--- config.mk ---
export PLATFORM = sky130hd
export DESIGN_NAME = advection_stencil_residual_flat
export DESIGN_NICKNAME = d
export VERILOG_FILES = /design/src/design/asr_pkg.sv /design/src/design/asr_ifs.sv /design/src/design/advection_stencil_residual.sv /design/src/flat_wrapper.sv
export SDC_FILE = /design/constraint.sdc
export NUM_CORES = 2
export LEC_CHECK = 0
export BUFFER_PORTS_ARGS = -buffer_cell sky130_fd_sc_hd__buf_2
export CAP_MARGIN = 20
export CORE_UTILIZATION = 66
export CTS_CLUSTER_DIAMETER = 80
export DETAILED_ROUTE_END_ITERATION = 10
export PLACE_DENSITY = 0.84
export REMOVE_ABC_BUFFERS = 1
export SLEW_MARGIN = 30
export SYNTH_ARGS = -nofsm -noshare
export SYNTH_HDL_FRONTEND = slang
export SYNTH_SLANG_ARGS = --single-unit
--- constraint.sdc ---
create_clock -name clk -period 18.86 [get_ports clk]
set_input_delay 2.829 -clock clk [delete_from_list [all_inputs] [get_ports clk]]
set_output_delay 2.829 -clock clk [all_outputs]
set_load 0.01 [all_outputs]
--- src/design/asr_pkg.sv ---
// ----------------------------------------------------------------------------
// Advection stencil residual package
// Shared constants, microcode types and the control program of the sequencer.
// ----------------------------------------------------------------------------
package asr_pkg;

	localparam int DEF_DATA_WIDTH = 32;
	localparam int DEF_FRAC_BITS  = 16;

	// Fromm face fluxes carry an extra division by eight.
	localparam int FROMM_SHIFT = 3;

	localparam int CFG_IDX_W = 2;
	localparam logic [CFG_IDX_W-1:0] REG_SCHEME = 2'd0;
	localparam logic [CFG_IDX_W-1:0] REG_INV_DX = 2'd1;
	localparam logic [CFG_IDX_W-1:0] REG_INV_DZ = 2'd2;

	localparam logic SCHEME_UPWIND = 1'b0;
	localparam logic SCHEME_FROMM  = 1'b1;
	localparam logic AXIS_H        = 1'b0;
	localparam logic AXIS_V        = 1'b1;

	localparam int PROG_LEN = 22;
	localparam int PC_W     = 5;
	typedef logic [PC_W-1:0] pc_t;

	localparam pc_t PC_SCALE = pc_t'(6);
	localparam pc_t PC_FROMM = pc_t'(12);

	typedef enum logic [2:0] {
		OP_PREP,
		OP_LOAD,
		OP_MUL_LO,
		OP_MUL_HI,
		OP_ACC,
		OP_NORM,
		OP_FINISH
	} uop_t;

	typedef enum logic [1:0] {
		SEL_UPWIND,
		SEL_FACE_P,
		SEL_FACE_M,
		SEL_SCALE
	} sel_t;

	typedef enum logic {
		DST_T0,
		DST_T1
	} dst_t;

	typedef enum logic [1:0] {
		JMP_NONE,
		JMP_FROMM,
		JMP_ALWAYS
	} jump_t;

	typedef struct packed {
		uop_t  op;
		sel_t  sel;
		logic  wide_shift;
		dst_t  dst;
		jump_t jump;
		pc_t   target;
	} ctrl_t;

	function automatic ctrl_t cw(uop_t op, sel_t sel, logic wide_shift, dst_t dst,
			jump_t jump, pc_t target);
		ctrl_t c;
		c.op         = op;
		c.sel        = sel;
		c.wide_shift = wide_shift;
		c.dst        = dst;
		c.jump       = jump;
		c.target     = target;
		return c;
	endfunction

	// Upwind runs the first product and the scaling product; Fromm runs two
	// face products and then joins the scaling product.
	function automatic ctrl_t ucode(pc_t pc);
		ctrl_t c;
		unique case (pc)
			pc_t'(0):  c = cw(OP_PREP,   SEL_UPWIND, 1'b0, DST_T0, JMP_FROMM,  PC_FROMM);
			pc_t'(1):  c = cw(OP_LOAD,   SEL_UPWIND, 1'b0, DST_T0, JMP_NONE,   '0);
			pc_t'(2):  c = cw(OP_MUL_LO, SEL_UPWIND, 1'b0, DST_T0, JMP_NONE,   '0);
			pc_t'(3):  c = cw(OP_MUL_HI, SEL_UPWIND, 1'b0, DST_T0, JMP_NONE,   '0);
			pc_t'(4):  c = cw(OP_ACC,    SEL_UPWIND, 1'b0, DST_T0, JMP_NONE,   '0);
			pc_t'(5):  c = cw(OP_NORM,   SEL_UPWIND, 1'b0, DST_T0, JMP_NONE,   '0);
			pc_t'(6):  c = cw(OP_LOAD,   SEL_SCALE,  1'b0, DST_T0, JMP_NONE,   '0);
			pc_t'(7):  c = cw(OP_MUL_LO, SEL_SCALE,  1'b0, DST_T0, JMP_NONE,   '0);
			pc_t'(8):  c = cw(OP_MUL_HI, SEL_SCALE,  1'b0, DST_T0, JMP_NONE,   '0);
			pc_t'(9):  c = cw(OP_ACC,    SEL_SCALE,  1'b0, DST_T0, JMP_NONE,   '0);
			pc_t'(10): c = cw(OP_NORM,   SEL_SCALE,  1'b0, DST_T0, JMP_NONE,   '0);
			pc_t'(11): c = cw(OP_FINISH, SEL_SCALE,  1'b0, DST_T0, JMP_NONE,   '0);
			pc_t'(12): c = cw(OP_LOAD,   SEL_FACE_P, 1'b1, DST_T0, JMP_NONE,   '0);
			pc_t'(13): c = cw(OP_MUL_LO, SEL_FACE_P, 1'b1, DST_T0, JMP_NONE,   '0);
			pc_t'(14): c = cw(OP_MUL_HI, SEL_FACE_P, 1'b1, DST_T0, JMP_NONE,   '0);
			pc_t'(15): c = cw(OP_ACC,    SEL_FACE_P, 1'b1, DST_T0, JMP_NONE,   '0);
			pc_t'(16): c = cw(OP_NORM,   SEL_FACE_P, 1'b1, DST_T0, JMP_NONE,   '0);
			pc_t'(17): c = cw(OP_LOAD,   SEL_FACE_M, 1'b1, DST_T1, JMP_NONE,   '0);
			pc_t'(18): c = cw(OP_MUL_LO, SEL_FACE_M, 1'b1, DST_T1, JMP_NONE,   '0);
			pc_t'(19): c = cw(OP_MUL_HI, SEL_FACE_M, 1'b1, DST_T1, JMP_NONE,   '0);
			pc_t'(20): c = cw(OP_ACC,    SEL_FACE_M, 1'b1, DST_T1, JMP_NONE,   '0);
			pc_t'(21): c = cw(OP_NORM,   SEL_FACE_M, 1'b1, DST_T1, JMP_ALWAYS, PC_SCALE);
			default:   c = cw(OP_FINISH, SEL_SCALE,  1'b0, DST_T0, JMP_NONE,   '0);
		endcase
		return c;
	endfunction

endpackage

--- src/design/asr_ifs.sv ---
// ----------------------------------------------------------------------------
// Advection stencil residual channels
// Valid/ready channels for axis line words, residual words and register writes.
// ----------------------------------------------------------------------------
interface asr_in_if import asr_pkg::*; #(
	parameter int DATA_WIDTH = DEF_DATA_WIDTH
);
	logic                         valid;
	logic                         ready;
	logic                         axis;
	logic signed [DATA_WIDTH-1:0] v_minus;
	logic signed [DATA_WIDTH-1:0] v_plus;
	logic signed [DATA_WIDTH-1:0] x_far_minus;
	logic signed [DATA_WIDTH-1:0] x_minus;
	logic signed [DATA_WIDTH-1:0] x_center;
	logic signed [DATA_WIDTH-1:0] x_plus;
	logic signed [DATA_WIDTH-1:0] x_far_plus;

	modport source (
		output valid, axis, v_minus, v_plus, x_far_minus, x_minus, x_center, x_plus,
			x_far_plus,
		input  ready
	);
	modport sink (
		input  valid, axis, v_minus, v_plus, x_far_minus, x_minus, x_center, x_plus,
			x_far_plus,
		output ready
	);
endinterface

interface asr_out_if import asr_pkg::*; #(
	parameter int DATA_WIDTH = DEF_DATA_WIDTH
);
	logic                         valid;
	logic                         ready;
	logic signed [DATA_WIDTH-1:0] residual;

	modport source (output valid, residual, input ready);
	modport sink (input valid, residual, output ready);
endinterface

interface asr_cfg_if import asr_pkg::*; #(
	parameter int DATA_WIDTH = DEF_DATA_WIDTH
);
	logic                  valid;
	logic                  ready;
	logic [CFG_IDX_W-1:0]  index;
	logic [DATA_WIDTH-1:0] data;

	modport source (output valid, index, data, input ready);
	modport sink (input valid, index, data, output ready);
endinterface

--- src/design/advection_stencil_residual.sv ---
// ----------------------------------------------------------------------------
// Advection stencil residual
// Upwind or Fromm advection residual of one grid point, one axis line per word,
// run by a microcoded sequencer around one shared multiplier.
// ----------------------------------------------------------------------------
// A vertical word gives a residual word once its upwind or Fromm program ends;
// a horizontal word gives none. A new word is taken only once the last is done.
// The sequencer runs one microcode step per cycle unless the result stalls it at
// the finish step; each multiply takes two partial products.
// Reset: asynchronous; control and configuration registers reset, the stored
// horizontal term clears to zero and the block is ready at once.
module advection_stencil_residual import asr_pkg::*; #(
	parameter int DATA_WIDTH = DEF_DATA_WIDTH,
	parameter int FRAC_BITS  = DEF_FRAC_BITS
) (
	input  logic            clk,
	input  logic            arst_n,
	asr_in_if.sink          item,
	asr_out_if.source       result,
	asr_cfg_if.sink         cfg
);

	localparam int DW = DATA_WIDTH;
	localparam int SW = DW + 5;
	localparam int MW = DW + 4;
	localparam int H  = (MW + 1) / 2;
	localparam int HW = MW - H;
	localparam int PW = 2 * MW + 1;

	localparam logic [PW-1:0] LIM_POS = {{(PW-DW+1){1'b0}}, {(DW-1){1'b1}}};
	localparam logic [PW-1:0] LIM_NEG = LIM_POS + PW'(1);
	localparam logic [PW-1:0] RND_N   = {{(PW-FRAC_BITS){1'b0}}, {FRAC_BITS{1'b1}}};
	localparam logic [PW-1:0] RND_W   =
		{{(PW-FRAC_BITS-FROMM_SHIFT){1'b0}}, {(FRAC_BITS+FROMM_SHIFT){1'b1}}};
	localparam logic signed [DW-1:0] MAXV = {1'b0, {(DW-1){1'b1}}};
	localparam logic signed [DW-1:0] MINV = {1'b1, {(DW-1){1'b0}}};

	// Control and configuration state.
	logic          busy_q;
	pc_t           pc_q;
	logic          res_valid_q;
	logic          scheme_sel_q;
	logic [DW-1:0] inv_dx_q;
	logic [DW-1:0] inv_dz_q;
	logic signed [DW-1:0] horiz_q;

	// Item registers.
	logic                 axis_q;
	logic                 scheme_q;
	logic signed [DW-1:0] vm_q, vp_q, xfm_q, xm_q, xc_q, xp_q, xfp_q;

	// Datapath registers.
	logic signed [DW-1:0] vel_q;
	logic signed [DW:0]   d_q;
	logic signed [SW-1:0] ap_q, bp_q, am_q, bm_q;
	logic                 neg_q;
	logic [MW-1:0]        mag_a_q, mag_b_q;
	logic [MW+H-1:0]      pp_q;
	logic [PW-1:0]        acc_q;
	logic signed [DW-1:0] t0_q, t1_q;
	logic signed [DW-1:0] res_q;

	ctrl_t ctrl;
	logic  accept;
	logic  cfg_wr;
	logic  finish, finish_done, emit, jump_taken;

	logic signed [DW:0]   sum_v;
	logic signed [DW-1:0] vel_d;
	logic signed [DW:0]   d_d;
	logic signed [SW-1:0] tp, tm, up, um, ap_d, bp_d, am_d, bm_d;
	logic signed [SW-1:0] op_a, op_b, abs_a, abs_b;
	logic [H-1:0]         mul_b;
	logic [MW+H-1:0]      mul_out;
	logic [PW-1:0]        rnd;
	logic [PW-1:0]        q;
	logic                 over;
	logic signed [DW-1:0] norm_val;
	logic signed [DW:0]   fsum;
	logic signed [DW-1:0] fsat;

	assign ctrl        = ucode(pc_q);
	assign item.ready  = !busy_q;
	assign accept      = item.valid && item.ready;
	assign cfg.ready   = 1'b1;
	assign cfg_wr      = cfg.valid && cfg.ready;
	assign result.valid    = res_valid_q;
	assign result.residual = res_q;

	assign finish      = busy_q && (ctrl.op == OP_FINISH);
	assign emit        = finish && (axis_q == AXIS_V) && (!res_valid_q || result.ready);
	assign finish_done = finish && ((axis_q == AXIS_H) || emit);

	always_comb begin
		unique case (ctrl.jump)
			JMP_FROMM:  jump_taken = (scheme_q == SCHEME_FROMM);
			JMP_ALWAYS: jump_taken = 1'b1;
			default:    jump_taken = 1'b0;
		endcase
	end

	// Stencil preparation: upwind velocity and difference, Fromm a and b terms.
	always_comb begin
		sum_v = {vm_q[DW-1], vm_q} + {vp_q[DW-1], vp_q};
		vel_d = sum_v[DW:1];
		d_d   = sum_v[DW] ? ({xp_q[DW-1], xp_q} - {xc_q[DW-1], xc_q})
			: ({xc_q[DW-1], xc_q} - {xm_q[DW-1], xm_q});
		tp    = SW'(xp_q) + SW'(xc_q);
		up    = SW'(xp_q) - SW'(xc_q);
		tm    = SW'(xc_q) + SW'(xm_q);
		um    = SW'(xc_q) - SW'(xm_q);
		ap_d  = tp + (tp <<< 2) - SW'(xfp_q) - SW'(xm_q);
		bp_d  = up + (up <<< 1) - SW'(xfp_q) + SW'(xm_q);
		am_d  = tm + (tm <<< 2) - SW'(xp_q) - SW'(xfm_q);
		bm_d  = um + (um <<< 1) - SW'(xp_q) + SW'(xfm_q);
	end

	// Operand selection for the shared multiplier.
	always_comb begin
		unique case (ctrl.sel)
			SEL_UPWIND: begin
				op_a = SW'(vel_q);
				op_b = SW'(d_q);
			end
			SEL_FACE_P: begin
				op_a = SW'(vp_q);
				op_b = vp_q[DW-1] ? (ap_q + bp_q) : (ap_q - bp_q);
			end
			SEL_FACE_M: begin
				op_a = SW'(vm_q);
				op_b = vm_q[DW-1] ? (am_q + bm_q) : (am_q - bm_q);
			end
			SEL_SCALE: begin
				op_a = SW'(t0_q) - SW'(t1_q);
				op_b = (axis_q == AXIS_V) ? $signed(SW'(inv_dz_q)) : $signed(SW'(inv_dx_q));
			end
			default: begin
				op_a = '0;
				op_b = '0;
			end
		endcase
		abs_a = op_a[SW-1] ? -op_a : op_a;
		abs_b = op_b[SW-1] ? -op_b : op_b;
	end

	always_comb begin
		mul_b   = (ctrl.op == OP_MUL_HI) ? H'(mag_b_q[MW-1:H]) : mag_b_q[H-1:0];
		mul_out = mag_a_q * mul_b;
		if (neg_q) begin
			rnd = ctrl.wide_shift ? RND_W : RND_N;
		end else begin
			rnd = '0;
		end
	end

	// Floor shift, then saturation to the data range.
	always_comb begin
		q        = ctrl.wide_shift ? (acc_q >> (FRAC_BITS + FROMM_SHIFT)) : (acc_q >> FRAC_BITS);
		over     = q > (neg_q ? LIM_NEG : LIM_POS);
		if (over) begin
			norm_val = neg_q ? MINV : MAXV;
		end else begin
			norm_val = neg_q ? -$signed(q[DW-1:0]) : $signed(q[DW-1:0]);
		end
		fsum = {horiz_q[DW-1], horiz_q} + {t0_q[DW-1], t0_q};
		if (fsum[DW] != fsum[DW-1]) begin
			fsat = fsum[DW] ? MINV : MAXV;
		end else begin
			fsat = fsum[DW-1:0];
		end
	end

	always_ff @(posedge clk or negedge arst_n) begin
		if (!arst_n) begin
			busy_q       <= 1'b0;
			pc_q         <= '0;
			res_valid_q  <= 1'b0;
			scheme_sel_q <= SCHEME_UPWIND;
			inv_dx_q     <= DW'(1) << FRAC_BITS;
			inv_dz_q     <= DW'(1) << FRAC_BITS;
			horiz_q      <= '0;
		end else begin
			if (cfg_wr) begin
				unique case (cfg.index)
					REG_SCHEME: scheme_sel_q <= cfg.data[0];
					REG_INV_DX: inv_dx_q     <= cfg.data;
					REG_INV_DZ: inv_dz_q     <= cfg.data;
					default:    ;
				endcase
			end
			if (accept) begin
				busy_q <= 1'b1;
				pc_q   <= '0;
			end else if (finish_done) begin
				busy_q <= 1'b0;
			end else if (busy_q && !finish) begin
				pc_q <= jump_taken ? ctrl.target : pc_q + pc_t'(1);
			end
			if (finish_done) begin
				horiz_q <= (axis_q == AXIS_H) ? t0_q : '0;
			end
			if (emit) begin
				res_valid_q <= 1'b1;
			end else if (result.ready) begin
				res_valid_q <= 1'b0;
			end
		end
	end

	always_ff @(posedge clk) begin
		if (accept) begin
			axis_q   <= item.axis;
			scheme_q <= scheme_sel_q;
			vm_q     <= item.v_minus;
			vp_q     <= item.v_plus;
			xfm_q    <= item.x_far_minus;
			xm_q     <= item.x_minus;
			xc_q     <= item.x_center;
			xp_q     <= item.x_plus;
			xfp_q    <= item.x_far_plus;
		end
		if (busy_q) begin
			unique case (ctrl.op)
				OP_PREP: begin
					vel_q <= vel_d;
					d_q   <= d_d;
					ap_q  <= ap_d;
					bp_q  <= bp_d;
					am_q  <= am_d;
					bm_q  <= bm_d;
					t1_q  <= '0;
				end
				OP_LOAD: begin
					neg_q   <= op_a[SW-1] ^ op_b[SW-1];
					mag_a_q <= abs_a[MW-1:0];
					mag_b_q <= abs_b[MW-1:0];
				end
				OP_MUL_LO: begin
					pp_q <= mul_out;
				end
				OP_MUL_HI: begin
					pp_q  <= mul_out;
					acc_q <= PW'(pp_q);
				end
				OP_ACC: begin
					acc_q <= acc_q + (PW'(pp_q) << H) + rnd;
				end
				OP_NORM: begin
					if (ctrl.dst == DST_T1) begin
						t1_q <= norm_val;
					end else begin
						t0_q <= norm_val;
					end
				end
				OP_FINISH: begin
					if (emit) begin
						res_q <= fsat;
					end
				end
				default: ;
			endcase
		end
	end

`ifndef SYNTHESIS
	a_result_from_vertical: assert property (@(posedge clk) disable iff (!arst_n)
		$rose(res_valid_q) |-> (axis_q == AXIS_V))
		else $error("residual word raised after a horizontal line");

	a_term_cleared_on_emit: assert property (@(posedge clk) disable iff (!arst_n)
		$rose(res_valid_q) |-> (horiz_q == '0))
		else $error("horizontal term not cleared when residual word was raised");

	a_pc_in_program: assert property (@(posedge clk) disable iff (!arst_n)
		busy_q |-> (pc_q < pc_t'(PROG_LEN)))
		else $error("step counter left the control program");

	a_hi_part_fits: assert property (@(posedge clk) disable iff (!arst_n)
		(busy_q && ctrl.op == OP_MUL_HI) |=> (HW <= H))
		else $error("multiplier high part wider than its port");
`endif

endmodule
--- src/flat_wrapper.sv ---
// flat-port wrapper written by rule: the top's interface ports become plain ports
module advection_stencil_residual_flat import asr_pkg::*;
#(
	parameter int DATA_WIDTH = DEF_DATA_WIDTH,
	parameter int FRAC_BITS  = DEF_FRAC_BITS
)
  (clk, arst_n, item_valid, item_axis, item_v_minus, item_v_plus, item_x_far_minus, item_x_minus, item_x_center, item_x_plus, item_x_far_plus, item_ready, result_valid, result_residual, result_ready, cfg_valid, cfg_index, cfg_data, cfg_ready);
  asr_in_if #(.DATA_WIDTH(DATA_WIDTH)) item_i ();
  asr_out_if #(.DATA_WIDTH(DATA_WIDTH)) result_i ();
  asr_cfg_if #(.DATA_WIDTH(DATA_WIDTH)) cfg_i ();
  input  logic clk;
  input  logic arst_n;
  input wire logic [$bits(item_i.valid)-1:0] item_valid;
  input wire logic [$bits(item_i.axis)-1:0] item_axis;
  input wire logic [$bits(item_i.v_minus)-1:0] item_v_minus;
  input wire logic [$bits(item_i.v_plus)-1:0] item_v_plus;
  input wire logic [$bits(item_i.x_far_minus)-1:0] item_x_far_minus;
  input wire logic [$bits(item_i.x_minus)-1:0] item_x_minus;
  input wire logic [$bits(item_i.x_center)-1:0] item_x_center;
  input wire logic [$bits(item_i.x_plus)-1:0] item_x_plus;
  input wire logic [$bits(item_i.x_far_plus)-1:0] item_x_far_plus;
  output wire logic [$bits(item_i.ready)-1:0] item_ready;
  output wire logic [$bits(result_i.valid)-1:0] result_valid;
  output wire logic [$bits(result_i.residual)-1:0] result_residual;
  input wire logic [$bits(result_i.ready)-1:0] result_ready;
  input wire logic [$bits(cfg_i.valid)-1:0] cfg_valid;
  input wire logic [$bits(cfg_i.index)-1:0] cfg_index;
  input wire logic [$bits(cfg_i.data)-1:0] cfg_data;
  output wire logic [$bits(cfg_i.ready)-1:0] cfg_ready;
  assign item_i.valid = item_valid;
  assign item_i.axis = item_axis;
  assign item_i.v_minus = item_v_minus;
  assign item_i.v_plus = item_v_plus;
  assign item_i.x_far_minus = item_x_far_minus;
  assign item_i.x_minus = item_x_minus;
  assign item_i.x_center = item_x_center;
  assign item_i.x_plus = item_x_plus;
  assign item_i.x_far_plus = item_x_far_plus;
  assign item_ready = item_i.ready;
  assign result_valid = result_i.valid;
  assign result_residual = result_i.residual;
  assign result_i.ready = result_ready;
  assign cfg_i.valid = cfg_valid;
  assign cfg_i.index = cfg_index;
  assign cfg_i.data = cfg_data;
  assign cfg_ready = cfg_i.ready;
  advection_stencil_residual #(.DATA_WIDTH(DATA_WIDTH), .FRAC_BITS(FRAC_BITS)) u_core (.clk(clk), .arst_n(arst_n), .item(item_i), .result(result_i), .cfg(cfg_i));
endmodule
==> results.json <==
{
  "postRouteAntennaNets": 0,
  "worstRegToRegCells": 34,
  "htree_levels": 3,
  "min_path_cells": 0,
  "maxCapViolations": 0,
  "cpPeakStageDelay_ps": 900,
  "io_pins": 299,
  "drt_pass1_iterations": 8,
  "slew-limit-headroom_pct": 24.12,
  "cp_max_fo": 36,
  "yosysMostFrequentCell": "inv_1",
  "fmax_mhz": 88.62,
  "setup_viol": 0,
  "root_buffer": "clkbuf_16",
  "num_rows": 133,
  "cp-end-kind": "flop",
  "vias_per_cell": 6.230,
  "ys_seq_area_share_pct": 27.98,
  "drive_gt1_share_pct": 7.991,
  "slowest_stage": "a2111oi_0",
  "drtIter0Drc": 6074,
  "yosys_register_bits": 839,
  "yosys.area.top_type_share_pct": 25.02,
  "fin_tns_setup_ps": 0,
  "ys_top_cells_by_count": "inv_1, fa_1, nand2_1",
  "initial_core_util_pct": 66.84,
  "dp_hpwl_um": 201100,
  "grt_max_degree": 97,
  "cts_tree": "yes",
  "slew_viol_final": 0,
  "routed-via-count": 69200,
  "fin_skew_ps": 42.50,
  "nets": 11120,
  "port_buffers": 297,
  "antenna_found_initial": 12,
  "arrival_ps": 11800,
  "fillerInstances": 9663,
  "drc_errors": 0,
  "cts_made_buffers": 95,
  "core-area_sq_um": 132000,
  "clockBufferDepth": 3,
  "drt_wl_total_um": 250500,
  "grt.total_usage_pct": 37.10,
  "overflow": 0,
  "die_w_um": 367.6,
  "die_y_um": 367.6,
  "synthFlopType": "edfxtp_1",
  "synth.distinct_cells": 114,
  "cp-start-kind": "flop",
  "path_class": "reg2reg",
  "clk_pin_slew_worst_paths_ps": 60,
  "synth_edf_count": 735,
  "place_congestion": 0.9920,
  "period_minus_slack_ps": 11280,
  "synth_cells": 9096,
  "grt_setup_unrepaired": "false",
  "clk_latency_ps": 730,
  "syn-cell-area_sq_um": 88210,
  "hp-class": "reg2reg",
  "finalHoldViolations": 0,
  "status": "finished, final reports clean",
  "yosysWarnings": 0,
  "min_period_over_period_pct": 59.83,
  "wl_per_cell_um": 22.55,
  "fp.dieArea_sq_um": 135100,
  "ctsHoldBuffers": 0,
  "synth_top_area_cell": "edfxtp_1",
  "ctsResizeCount": 0,
  "cts_setup_buffers": 0,
  "cts_sinks": 839,
  "crit_required_ps": 19380,
  "syn_area_per_cell_sq_um": 9.697,
  "grt_pass1_wl_um": 388200,
  "worst_pin_slew_ps": 1126,
  "area_growth_pct": 7.501,
  "yosys-top-cells-area": "edfxtp_1, fa_1, ha_1",
  "grt_pass1_vias": 70830,
  "synth-async-reset-ratio_pct": 12.40
}
sequential cells by signal (all words and copies together), names as in the netlist, 33 cells and up:
| register | flops |
|---|---|
| u_core.d_q | 33 |
| u_core.acc_q | 73 |
| u_core.mag_b_q | 36 |
| u_core.bp_q | 37 |
| u_core.bm_q | 37 |
| u_core.ap_q | 37 |
| u_core.mag_a_q | 36 |
| u_core.pp_q | 54 |
| u_core.am_q | 37 |
critical path: cells and delay by family (launching register included):
family,cells,cell delay (ps)
mux,1,670
flops,1,490
fa+ha+maj,8,3650
buf+inv,8,1080
compound gates,11,3880
simple gates,6,1240
cell usage in the layout (no fill, tap or decap), types with 102 or more instances in the layout:
| cell | synthesis | routed |
|---|---|---|
| nand3_1 | 116 | 115 |
| and2_1 | 270 | 269 |
| a21o_1 | 219 | 218 |
| nand2_1 | 806 | 804 |
| edfxtp_1 | 735 | 735 |
| fa_1 | 825 | 825 |
| xnor2_1 | 373 | 373 |
| buf_2 | 13 | 296 |
| mux2_2 | 109 | 109 |
| o21ai_0 | 373 | 371 |
| ha_1 | 766 | 766 |
| o21a_1 | 125 | 122 |
| xor2_1 | 211 | 211 |
| inv_1 | 1256 | 1255 |
| nor2_1 | 514 | 510 |
| nor3_1 | 138 | 136 |
| dfrtp_1 | 102 | 102 |
| a21oi_1 | 546 | 545 |
layout make-up:
cell class / instances / area, sq um / share of cell area, %
Antenna cell: 4 / 10.01 / 0.01056
Clock buffer: 115 / 2589 / 2.730
Clock inverter: 62 / 769.5 / 0.8115
Inverter: 1259 / 4733 / 4.992
Multi-Input combinational cell: 6706 / 57800 / 60.95
Sequential cell: 839 / 24680 / 26.02
Tap cell: 1755 / 2196 / 2.316
Timing Repair Buffer: 367 / 2053 / 2.165
metal layers:
layer  vias to the layer above  wire length [um]  part of all wire (%)  GRT usage, %
li1                      31440                 -                     -             -
met4                        16             15610                   6.2         19.66
met2                      2942            121900                    49         63.60
met3                       806             17620                   7.0         5.538
met5                         -               100                 0.040             0
met1                     33990             95280                    38         45.18
per-stage QoR:
step	util (%)	setup slack (ps)	cell area, sq um	std cells	hold slack, ps
5_1_grt	71.85	7098	94810	11100	497.4
3_3_place_gp	69.25	8056	91380	10920	480.9
4_1_cts	71.80	7743	94750	11100	486.6
2_1_floorplan	-	7029	87070	8804	421.0
6_report	71.86	7575	94820	11110	495.5
3_5_place_dp	69.26	7841	91390	10920	473.7
cell families (layout without fill, tap and decap cells):
family / count (synthesis) / after routing / share of synthesized area, %
mux: 205 / 205 / 2.481
compound gates: 1911 / 1911 / 14.10
other cells: 2 / 8 / 0.008514
flops: 839 / 839 / 27.98
xor+xnor: 584 / 584 / 5.799
fa+ha+maj: 1598 / 1598 / 29.67
buf+inv: 1553 / 1803 / 6.658
simple gates: 2404 / 2404 / 13.31
worst paths after layout:
kind | start | end | slack, ps
max in group asynchronous | arst_n | u_core.inv_dx_q[31] | 15730
worst min register to register | u_core.scheme_sel_q | u_core.scheme_q | 500
worst max register to register | u_core.pc_q[0] | u_core.pp_q[53] | 7580
min in group asynchronous | arst_n | u_core.horiz_q[30] | 2060
worst min-delay path | u_core.scheme_sel_q | u_core.scheme_q | 500
worst max-delay path | u_core.pc_q[0] | u_core.pp_q[53] | 7580
Power is not shown: default switching activity piles up to over one toggle a cycle in this logic, so the estimate is an artifact.
